[config.mk]
export PLATFORM = sky130hd
export DESIGN_NAME = window_stacking_order_manager_core_flat
export DESIGN_NICKNAME = d
export VERILOG_FILES = /design/src/sv/wsom_pkg.sv /design/src/sv/wsom_req_if.sv /design/src/sv/wsom_rsp_if.sv /design/src/sv/wsom_ram.sv /design/src/sv/wsom_out_stage.sv /design/src/sv/window_stacking_order_manager_core.sv /design/src/flat_wrapper.sv
export SDC_FILE = /design/constraint.sdc
export NUM_CORES = 1
export LEC_CHECK = 0
export BUFFER_PORTS_ARGS = -buffer_cell sky130_fd_sc_hd__buf_2
export CAP_MARGIN = 30
export CORE_MARGIN = 1
export CORE_UTILIZATION = 50
export CTS_BUF_LIST = sky130_fd_sc_hd__clkbuf_2 sky130_fd_sc_hd__clkbuf_4 sky130_fd_sc_hd__clkbuf_8
export CTS_CLUSTER_SIZE = 30
export DETAILED_ROUTE_END_ITERATION = 6
export GPL_ROUTABILITY_DRIVEN = 0
export PLACE_DENSITY_LB_ADDON = 0.05
export SYNTH_ARGS = -nofsm -noshare
export SYNTH_HDL_FRONTEND = slang
export SYNTH_HIERARCHICAL = 1
export SYNTH_SLANG_ARGS = --single-unit
[constraint.sdc]
create_clock -name clk -period 6.9 [get_ports clk]
set_input_delay 0.69 -clock clk [delete_from_list [all_inputs] [get_ports clk]]
set_output_delay 0.69 -clock clk [all_outputs]
set_load 0.005 [all_outputs]
[src/sv/wsom_pkg.sv]
package wsom_pkg;

  localparam int OPCODE_W = 2;
  localparam int HANDLE_W = 6;
  localparam int OWNER_W  = 8;
  localparam int REF_W    = 32;
  localparam int STATUS_W = 2;

  typedef enum logic [OPCODE_W-1:0] {
    OP_CREATE = 2'd0,
    OP_DELETE = 2'd1,
    OP_UPDATE = 2'd2,
    OP_RAISE  = 2'd3
  } opcode_t;

  typedef enum logic [STATUS_W-1:0] {
    ST_OK        = 2'd0,
    ST_FULL      = 2'd1,
    ST_NOT_FOUND = 2'd2
  } status_t;

  // one result word as it leaves the block
  typedef struct packed {
    logic [STATUS_W-1:0] status;
    logic [HANDLE_W-1:0] result_handle;
    logic                is_top;
    logic                top_valid;
    logic [HANDLE_W-1:0] top_handle;
    logic [OWNER_W-1:0]  slot_owner_out;
    logic [REF_W-1:0]    slot_ref_out;
  } result_t;

endpackage

[src/sv/wsom_req_if.sv]
interface wsom_req_if;
  logic                          valid;
  logic                          ready;
  logic [wsom_pkg::OPCODE_W-1:0] opcode;
  logic [wsom_pkg::HANDLE_W-1:0] handle;
  logic [wsom_pkg::OWNER_W-1:0]  owner_id;
  logic [wsom_pkg::REF_W-1:0]    window_ref;

  modport source (output valid, opcode, handle, owner_id, window_ref, input ready);
  modport sink (input valid, opcode, handle, owner_id, window_ref, output ready);
endinterface

[src/sv/wsom_rsp_if.sv]
interface wsom_rsp_if;
  logic                          valid;
  logic                          ready;
  logic [wsom_pkg::STATUS_W-1:0] status;
  logic [wsom_pkg::HANDLE_W-1:0] result_handle;
  logic                          is_top;
  logic                          top_valid;
  logic [wsom_pkg::HANDLE_W-1:0] top_handle;
  logic [wsom_pkg::OWNER_W-1:0]  slot_owner_out;
  logic [wsom_pkg::REF_W-1:0]    slot_ref_out;

  modport source (output valid, status, result_handle, is_top, top_valid, top_handle,
                  slot_owner_out, slot_ref_out, input ready);
  modport sink (input valid, status, result_handle, is_top, top_valid, top_handle,
                slot_owner_out, slot_ref_out, output ready);
endinterface

[src/sv/wsom_ram.sv]
module wsom_ram #(
  parameter int WIDTH = 8,
  parameter int DEPTH = 16
) (
  input  logic                     clk,
  input  logic                     we,
  input  logic [$clog2(DEPTH)-1:0] waddr,
  input  logic [WIDTH-1:0]         wdata,
  input  logic                     re,
  input  logic [$clog2(DEPTH)-1:0] raddr,
  output logic [WIDTH-1:0]         rdata
);

  logic [WIDTH-1:0] mem [DEPTH];

  always_ff @(posedge clk) begin
    if (we) begin
      mem[waddr] <= wdata;
    end
    if (re) begin
      rdata <= mem[raddr];
    end
  end

endmodule

[src/sv/wsom_out_stage.sv]
module wsom_out_stage (
  input  logic              clk,
  input  logic              rst,
  input  logic              push,
  input  wsom_pkg::result_t result,
  output logic              can_take,
  wsom_rsp_if.source        rsp
);

  logic              valid;
  wsom_pkg::result_t word;

  // holds one word; a new one may enter as the old one leaves
  assign can_take = !valid || rsp.ready;

  always_ff @(posedge clk) begin
    if (rst) begin
      valid <= 1'b0;
    end else if (push) begin
      valid <= 1'b1;
    end else if (rsp.ready) begin
      valid <= 1'b0;
    end
  end

  always_ff @(posedge clk) begin
    if (push) begin
      word <= result;
    end
  end

  assign rsp.valid          = valid;
  assign rsp.status         = word.status;
  assign rsp.result_handle  = word.result_handle;
  assign rsp.is_top         = word.is_top;
  assign rsp.top_valid      = word.top_valid;
  assign rsp.top_handle     = word.top_handle;
  assign rsp.slot_owner_out = word.slot_owner_out;
  assign rsp.slot_ref_out   = word.slot_ref_out;

endmodule

[src/sv/window_stacking_order_manager_core.sv]
// Window stacking order manager: a pool of SLOTS window slots and their
// stacking order, bottom to top.
// req channel: one command word (opcode, handle, owner_id, window_ref).
//   create takes the lowest free slot, delete frees a listed slot,
//   update reports on a slot, raise moves a listed slot to the top.
// rsp channel: one result word per command (status, handle, top info and
//   the stored owner/reference of the result slot).
// One command at a time; req.ready is high only while the sequencer idles.
// Update, raise of the current top, and any unlisted handle go straight to
//   the result read; create walks the in-use bits for the lowest free slot,
//   and delete / raise walk the order memory, one entry per cycle.
// Reset clears the in-use bits and the open count directly; no
// clearing pass is needed and the first word is taken right after reset.
// The result sits in an output register: if rsp stalls, the next command is
// still accepted, and its result waits until the register frees up.
module window_stacking_order_manager_core #(
  parameter int SLOTS = 16
) (
  input  logic       clk,
  input  logic       rst,
  wsom_req_if.sink   req,
  wsom_rsp_if.source rsp
);

  localparam int IW = $clog2(SLOTS);       // slot index
  localparam int CW = $clog2(SLOTS + 1);   // open count
  localparam int AW = wsom_pkg::OWNER_W + wsom_pkg::REF_W;
  localparam int HW = wsom_pkg::HANDLE_W;
  localparam logic [CW-1:0] CNT_FULL = CW'(SLOTS);
  localparam logic [HW:0]   H_LIMIT  = (HW + 1)'(SLOTS);

  typedef enum logic [5:0] {
    S_IDLE = 6'b000001,
    S_FREE = 6'b000010,   // walk in-use bits for the lowest free slot
    S_SCAN = 6'b000100,   // walk order memory, find handle, shift down
    S_FIX  = 6'b001000,   // close the list (append on raise, shrink on delete)
    S_RD   = 6'b010000,   // read owner/reference of the result slot
    S_RDW  = 6'b100000    // read data back, push result word
  } state_t;

  state_t                  state;
  wsom_pkg::opcode_t       op_q;
  logic [HW-1:0]           h_q;
  logic [wsom_pkg::OWNER_W-1:0] owner_q;
  logic [wsom_pkg::REF_W-1:0]   ref_q;
  logic [HW-1:0]           rh_q;
  wsom_pkg::status_t       status_q;

  logic [SLOTS-1:0]        in_use;
  logic [CW-1:0]           cnt;
  logic [IW-1:0]           top_q;

  logic [IW-1:0]           fptr;        // free-slot walk
  logic [CW-1:0]           ptr;         // order read pointer
  logic                    d_vld;       // order read data valid this cycle
  logic [CW-1:0]           d_idx;       // position of that data
  logic                    found;
  logic [IW-1:0]           below_top;   // entry just under the top

  // order memory ports
  logic                    ord_we;
  logic [IW-1:0]           ord_waddr;
  logic [IW-1:0]           ord_wdata;
  logic                    ord_re;
  logic [IW-1:0]           ord_rdata;

  // owner/reference memory ports
  logic                    att_we;
  logic                    att_re;
  logic [AW-1:0]           att_rdata;

  logic [IW-1:0]           h_idx;
  logic                    req_listed;
  logic                    free_hit;
  logic [CW-1:0]           cnt_m1;
  logic [CW-1:0]           cnt_m2;
  logic [CW-1:0]           d_prev;
  logic                    scan_last;
  logic                    scan_hit;
  logic                    rh_listed;
  logic                    has_top;
  logic                    out_take;
  logic                    push;
  wsom_pkg::result_t       result;

  assign h_idx      = h_q[IW-1:0];
  assign req_listed = ({1'b0, req.handle} < H_LIMIT) && in_use[req.handle[IW-1:0]];
  assign free_hit   = !in_use[fptr];
  assign cnt_m1     = cnt - CW'(1);
  assign cnt_m2     = cnt - CW'(2);
  assign d_prev     = d_idx - CW'(1);
  assign scan_last  = d_vld && (d_idx == cnt_m1);
  assign scan_hit   = d_vld && !found && (ord_rdata == h_idx);

  assign req.ready  = (state == S_IDLE);

  // Order memory: reads run one position ahead; once the handle is seen,
  // every later entry is written one position lower. Writes stay behind
  // the read pointer, so no entry is read after being rewritten.
  assign ord_re = (state == S_SCAN) && (ptr < cnt);

  always_comb begin
    ord_we    = 1'b0;
    ord_waddr = cnt[IW-1:0];
    ord_wdata = fptr;
    case (state)
      S_FREE: begin
        ord_we    = free_hit;
        ord_waddr = cnt[IW-1:0];
        ord_wdata = fptr;
      end
      S_SCAN: begin
        ord_we    = d_vld && found;
        ord_waddr = d_prev[IW-1:0];
        ord_wdata = ord_rdata;
      end
      S_FIX: begin
        ord_we    = found && (op_q == wsom_pkg::OP_RAISE);
        ord_waddr = cnt_m1[IW-1:0];
        ord_wdata = h_idx;
      end
      default: begin
        ord_we = 1'b0;
      end
    endcase
  end

  wsom_ram #(
    .WIDTH (IW),
    .DEPTH (SLOTS)
  ) u_order_ram (
    .clk   (clk),
    .we    (ord_we),
    .waddr (ord_waddr),
    .wdata (ord_wdata),
    .re    (ord_re),
    .raddr (ptr[IW-1:0]),
    .rdata (ord_rdata)
  );

  // Owner/reference memory. Free slots read as zero through the in-use
  // bit, so delete leaves the stale entry in place.
  assign att_we = (state == S_FREE) && free_hit;
  assign att_re = (state == S_RD);

  wsom_ram #(
    .WIDTH (AW),
    .DEPTH (SLOTS)
  ) u_attr_ram (
    .clk   (clk),
    .we    (att_we),
    .waddr (fptr),
    .wdata ({owner_q, ref_q}),
    .re    (att_re),
    .raddr (rh_q[IW-1:0]),
    .rdata (att_rdata)
  );

  // result word, built from state after the command
  assign rh_listed = ({1'b0, rh_q} < H_LIMIT) && in_use[rh_q[IW-1:0]];
  assign has_top   = (cnt != '0);

  always_comb begin
    result.status         = status_q;
    result.result_handle  = rh_q;
    result.is_top         = has_top && rh_listed && (top_q == rh_q[IW-1:0]);
    result.top_valid      = has_top;
    result.top_handle     = has_top ? HW'(top_q) : '0;
    result.slot_owner_out = rh_listed ? att_rdata[AW-1 -: wsom_pkg::OWNER_W] : '0;
    result.slot_ref_out   = rh_listed ? att_rdata[wsom_pkg::REF_W-1:0] : '0;
  end

  assign push = (state == S_RDW) && out_take;

  wsom_out_stage u_out (
    .clk      (clk),
    .rst      (rst),
    .push     (push),
    .result   (result),
    .can_take (out_take),
    .rsp      (rsp)
  );

  // sequencer
  always_ff @(posedge clk) begin
    if (rst) begin
      state  <= S_IDLE;
      cnt    <= '0;
      in_use <= '0;
      d_vld  <= 1'b0;
      found  <= 1'b0;
    end else begin
      case (state)
        S_IDLE: begin
          if (req.valid) begin
            op_q     <= wsom_pkg::opcode_t'(req.opcode);
            h_q      <= req.handle;
            owner_q  <= req.owner_id;
            ref_q    <= req.window_ref;
            rh_q     <= req.handle;
            fptr     <= '0;
            ptr      <= '0;
            d_vld    <= 1'b0;
            found    <= 1'b0;
            status_q <= wsom_pkg::ST_OK;
            if (req.opcode == wsom_pkg::OP_CREATE) begin
              if (cnt == CNT_FULL) begin
                status_q <= wsom_pkg::ST_FULL;
                state    <= S_RD;
              end else begin
                state <= S_FREE;
              end
            end else if (!req_listed) begin
              status_q <= wsom_pkg::ST_NOT_FOUND;
              state    <= S_RD;
            end else if ((req.opcode == wsom_pkg::OP_UPDATE) ||
                         ((req.opcode == wsom_pkg::OP_RAISE) &&
                          (top_q == req.handle[IW-1:0]))) begin
              // update, or raise of the top: nothing moves
              state <= S_RD;
            end else begin
              state <= S_SCAN;
            end
          end
        end

        S_FREE: begin
          if (free_hit) begin
            in_use[fptr] <= 1'b1;
            cnt          <= cnt + CW'(1);
            top_q        <= fptr;
            rh_q         <= HW'(fptr);
            state        <= S_RD;
          end else begin
            fptr <= fptr + IW'(1);
          end
        end

        S_SCAN: begin
          d_vld <= ord_re;
          d_idx <= ptr;
          if (ord_re) begin
            ptr <= ptr + CW'(1);
          end
          if (scan_hit) begin
            found <= 1'b1;
          end
          if (d_vld && (d_idx == cnt_m2)) begin
            below_top <= ord_rdata;
          end
          if (scan_last) begin
            d_vld <= 1'b0;
            state <= S_FIX;
          end
        end

        S_FIX: begin
          if (!found) begin
            status_q <= wsom_pkg::ST_NOT_FOUND;
          end else if (op_q == wsom_pkg::OP_DELETE) begin
            cnt           <= cnt_m1;
            in_use[h_idx] <= 1'b0;
            if (top_q == h_idx) begin
              top_q <= below_top;
            end
          end else begin
            top_q <= h_idx;
          end
          state <= S_RD;
        end

        S_RD: begin
          state <= S_RDW;
        end

        S_RDW: begin
          if (out_take) begin
            state <= S_IDLE;
          end
        end

        default: begin
          state <= S_IDLE;
        end
      endcase
    end
  end

`ifndef SYNTHESIS
  a_cnt_bound: assert property (@(posedge clk) disable iff (rst)
    cnt <= CNT_FULL)
    else $error("open count above pool size");

  a_cnt_matches_pool: assert property (@(posedge clk) disable iff (rst)
    $countones(in_use) == int'(cnt))
    else $error("open count out of step with in-use bits");

  a_top_in_use: assert property (@(posedge clk) disable iff (rst)
    (cnt != '0) |-> in_use[top_q])
    else $error("top slot is not in use");

  a_shift_behind_read: assert property (@(posedge clk) disable iff (rst)
    ((state == S_SCAN) && ord_we) |-> (d_prev < ptr))
    else $error("order shift overtook read pointer");
`endif

endmodule
[src/flat_wrapper.sv]
// flat-port wrapper written by rule: the top's interface ports become plain ports
module window_stacking_order_manager_core_flat 
#(
  parameter int SLOTS = 16
)
  (clk, rst, req_valid, req_opcode, req_handle, req_owner_id, req_window_ref, req_ready, rsp_valid, rsp_status, rsp_result_handle, rsp_is_top, rsp_top_valid, rsp_top_handle, rsp_slot_owner_out, rsp_slot_ref_out, rsp_ready);
  wsom_req_if req_i ();
  wsom_rsp_if rsp_i ();
  input  logic clk;
  input  logic rst;
  input wire logic [$bits(req_i.valid)-1:0] req_valid;
  input wire logic [$bits(req_i.opcode)-1:0] req_opcode;
  input wire logic [$bits(req_i.handle)-1:0] req_handle;
  input wire logic [$bits(req_i.owner_id)-1:0] req_owner_id;
  input wire logic [$bits(req_i.window_ref)-1:0] req_window_ref;
  output wire logic [$bits(req_i.ready)-1:0] req_ready;
  output wire logic [$bits(rsp_i.valid)-1:0] rsp_valid;
  output wire logic [$bits(rsp_i.status)-1:0] rsp_status;
  output wire logic [$bits(rsp_i.result_handle)-1:0] rsp_result_handle;
  output wire logic [$bits(rsp_i.is_top)-1:0] rsp_is_top;
  output wire logic [$bits(rsp_i.top_valid)-1:0] rsp_top_valid;
  output wire logic [$bits(rsp_i.top_handle)-1:0] rsp_top_handle;
  output wire logic [$bits(rsp_i.slot_owner_out)-1:0] rsp_slot_owner_out;
  output wire logic [$bits(rsp_i.slot_ref_out)-1:0] rsp_slot_ref_out;
  input wire logic [$bits(rsp_i.ready)-1:0] rsp_ready;
  assign req_i.valid = req_valid;
  assign req_i.opcode = req_opcode;
  assign req_i.handle = req_handle;
  assign req_i.owner_id = req_owner_id;
  assign req_i.window_ref = req_window_ref;
  assign req_ready = req_i.ready;
  assign rsp_valid = rsp_i.valid;
  assign rsp_status = rsp_i.status;
  assign rsp_result_handle = rsp_i.result_handle;
  assign rsp_is_top = rsp_i.is_top;
  assign rsp_top_valid = rsp_i.top_valid;
  assign rsp_top_handle = rsp_i.top_handle;
  assign rsp_slot_owner_out = rsp_i.slot_owner_out;
  assign rsp_slot_ref_out = rsp_i.slot_ref_out;
  assign rsp_i.ready = rsp_ready;
  window_stacking_order_manager_core #(.SLOTS(SLOTS)) u_core (.clk(clk), .rst(rst), .req(req_i), .rsp(rsp_i));
endmodule
==> flow_summary.json <==
{
  "status": "finished, final reports clean",
  "finalNetCount": 2019,
  "ys_ff_latch": 910,
  "critPathLaunchType": "register",
  "ctsLongestPathBuffers": 3,
  "worst-r2r-setup-slack_ps": 2180,
  "max_stage_delay_ps": 950,
  "grt_pass1_wl_mm": 117,
  "syn_area_sq_um": 35600,
  "p_int_mw": 9.01,
  "cp-endpoint": "u_core/u_attr_ram/mem[8][8]$_DFFE_PP_",
  "synth_top_area_cell": "edfxtp_1",
  "vias": 17800,
  "yosys-top-cells-area": "edfxtp_1 (74%), mux4_2 (7.2%), mux4_1 (5.5%)",
  "numCtsBuffers": 148,
  "endpoint_kind": "register",
  "switchingPower_mw": 2.80,
  "grt-ovfl-total": 0,
  "relSlewSlack": 0.301,
  "synth_edf_count": 880,
  "seqPwrFrac": 0.549,
  "cp.buffers_inverters": 1,
  "cts.sink_count": 910,
  "yosys-top-cells-count": "edfxtp_1 (880), mux4_2 (114), a22oi_1 (89)",
  "start_util": 0.507,
  "slew_viol_final": 0,
  "min_path_type": "in -> reg",
  "h-tree-depth": 4,
  "ys.warnings.count": 6,
  "yosysSeqAreaShare": 0.759,
  "synthFlopType": "edfxtp_1",
  "crit_chain": "mux2_2 > or3_1 > a41o_1 > a21oi_1 > nand3b_1 > nor3_2 > buf_4",
  "leakagePower_nw": 13.1,
  "die_y_um": 269,
  "drtPass1Iterations": 5,
  "timing.rr.start": "u_core/fptr[0]$_SDFFCE_PN0P_",
  "powerDensity_nw_per_um2": 294,
  "io_pins": 110,
  "grt_pass1_vias": 18000,
  "min_period_ps": 4720,
  "syn_inst": 1742,
  "crit_family": "simple AND/OR/NAND/NOR gates",
  "grt_usage": 0.225,
  "ys_types": 70,
  "path_class": "reg -> reg",
  "reg2reg_depth": 7,
  "cp_max_fo": 32,
  "wl_mm": 78.9,
  "drtAntennaViolNets": 0,
  "worst_pin_slew_ps": 1050,
  "ctsResizeCount": 0,
  "antenna_found_initial": 1,
  "fp-row-count": 97,
  "power_frac_clock": 0.373,
  "maxCapViolations": 0,
  "hold_violations": 0,
  "yosysMostFrequentCell": "edfxtp_1",
  "post-route-period-util": 0.684,
  "dpl.hpwl_mm": 45.7,
  "slowest_stage": "edfxtp_1",
  "clk_latency_ps": 790,
  "drive_above_1_share": 0.254,
  "root_buffer": "clkbuf_8",
  "fp.dieW_um": 269,
  "rsz0062_at_grt": "false",
  "synth_area_per_cell_sq_um": 20.4,
  "critical_path_arrival_ps": 5120,
  "syn_to_final_growth_pct": 12.6,
  "cp.depth": 7,
  "hp-start": "req_window_ref[10]",
  "crit_start": "u_core/fptr[0]$_SDFFCE_PN0P_",
  "setup_violations": 0,
  "core_area_sq_um": 70300,
  "combPwrFrac": 0.078,
  "finClkSkew_ps": 31.9,
  "r2r-end": "u_core/u_attr_ram/mem[8][8]$_DFFE_PP_",
  "cts_hold_buf": 0,
  "total_power_mw": 11.8,
  "finalSetupTns_ps": 0,
  "cts_setup_buffers": 0,
  "swShare": 0.237,
  "dr.first_iter.drc_count": 1645,
  "ir_worst_vdd_uv": 150,
  "synthArstFlopShare": 0,
  "post_drt_wl_per_cell_um": 26.3,
  "drt-vias-per-instance": 5.94,
  "drc_errors": 0,
  "yosys.area.top_type_share": 0.742,
  "fmax_mhz": 212,
  "cts_tree": "done",
  "portBuffers": 109,
  "grt_max_degree": 116,
  "cp.required_ps": 7290,
  "dieArea_sq_um": 72300,
  "clkTransAtPathRegs_ps": 60
}
[logic make-up (layout without fill, tap and decap cells)]
group	count (synthesis)	count (layout)	synth area share
xor+xnor	39	39	0.00998
simple gates	301	301	0.0429
fa+ha+maj	16	16	0.00562
other cells	1	4	0.000105
buf+inv	107	420	0.0183
mux	197	197	0.130
compound gates	171	171	0.0343
flops	910	910	0.759
[power groups by stage]
stage                     Combinational [mW]  Sequential (mW)  Clock [mW]
after floorplan                        0.663             6.48           0
after global placement                 0.908             6.59           0
after detailed placement               0.931             6.60           0
after CTS                              0.933             6.49        4.53
after global routing                   0.988             6.51        4.75
final                                  0.919             6.49        4.40
[worst min path at each step]
stage | endpoint | slack (ps) | cells past startpoint
2_1_floorplan | u_core/u_out/rsp.status[0]$_DFFE_PP_ | 400 | 0
3_3_place_gp | u_core/u_out/rsp.status[1]$_DFFE_PP_ | 410 | 0
3_5_place_dp | u_core/u_out/rsp.status[1]$_DFFE_PP_ | 410 | 0
4_1_cts | u_core/ref_q[31]$_DFFE_PP_ | 5 | 1
5_1_grt | u_core/ref_q[0]$_DFFE_PP_ | 30 | 1
6_report | u_core/ref_q[10]$_DFFE_PP_ | 80 | 1
[routing by layer]
layer  up-vias  track usage  part of all wire
met5         -            0                 0
met3       111       0.0441             0.065
met1      9382        0.333              0.45
li1       7640            -                 -
met4         0       0.0645             0.016
met2       671        0.341              0.47
[placed cells by master, fill, tap and decap left out, types with 6 or more instances in the layout]
master	n
mux4_1	74
nor2b_1	8
buf_12	6
o31ai_1	8
nor2_1	47
dfxtp_1	30
clkinv_1	31
inv_1	19
o21ai_0	15
edfxtp_1	880
nand2_1	83
nor2_4	15
buf_2	109
nor4_1	8
xnor2_1	18
clkbuf_4	54
mux2i_1	7
xor2_1	20
buf_4	29
ha_1	16
nor3_1	20
clkinv_2	8
a22oi_1	89
nand2b_1	8
mux4_2	114
nand3_1	22
nand3b_1	9
a21oi_1	25
and2_1	46
clkbuf_8	155
[cell type report]
class                      count  area (sq um)
antenna                        2          5.00
clock buffer                 209          2540
tap                          940          1180
timing repair buffer         146           938
fill                        5337         30200
inverter                      19          71.3
clock inverter                46           231
multi-input combinational    726          8100
sequential                   910         27000
[per-stage QoR]
step	area (sq um)	utilization	instances	hold WS, ps	worst slack [ps]
3_3_place_gp	37200	0.529	2735	406	2170
2_1_floorplan	35600	-	1743	400	1320
3_5_place_dp	37300	0.531	2740	411	2210
4_1_cts	40100	0.570	2995	5.31	2140
6_report	40100	0.570	2998	78.2	2180
5_1_grt	40100	0.570	2997	26.7	2020
[flip-flops by register name, summed over array words and instances (netlist names), 2 cells and up]
name                             flops
u_core/u_attr_ram/mem              640
u_core/u_order_ram/mem              64
u_core/u_attr_ram/rdata             40
u_core/ref_q                        32
u_core/u_out/rsp.slot_ref_out       32
u_core/in_use                       16
u_core/owner_q                       8
u_core/u_out/rsp.slot_owner_out      8
u_core/rh_q                          6
u_core/state                         6
u_core/u_out/rsp.result_handle       6
u_core/u_out/rsp.top_handle          6
u_core/cnt                           5
u_core/d_idx                         5
u_core/ptr                           5
u_core/below_top                     4
u_core/fptr                          4
u_core/h_q                           4
u_core/top_q                         4
u_core/u_order_ram/rdata             4
u_core/op_q                          2
u_core/status_q                      2
u_core/u_out/rsp.status              2
(Power assumes the default switching activity.)
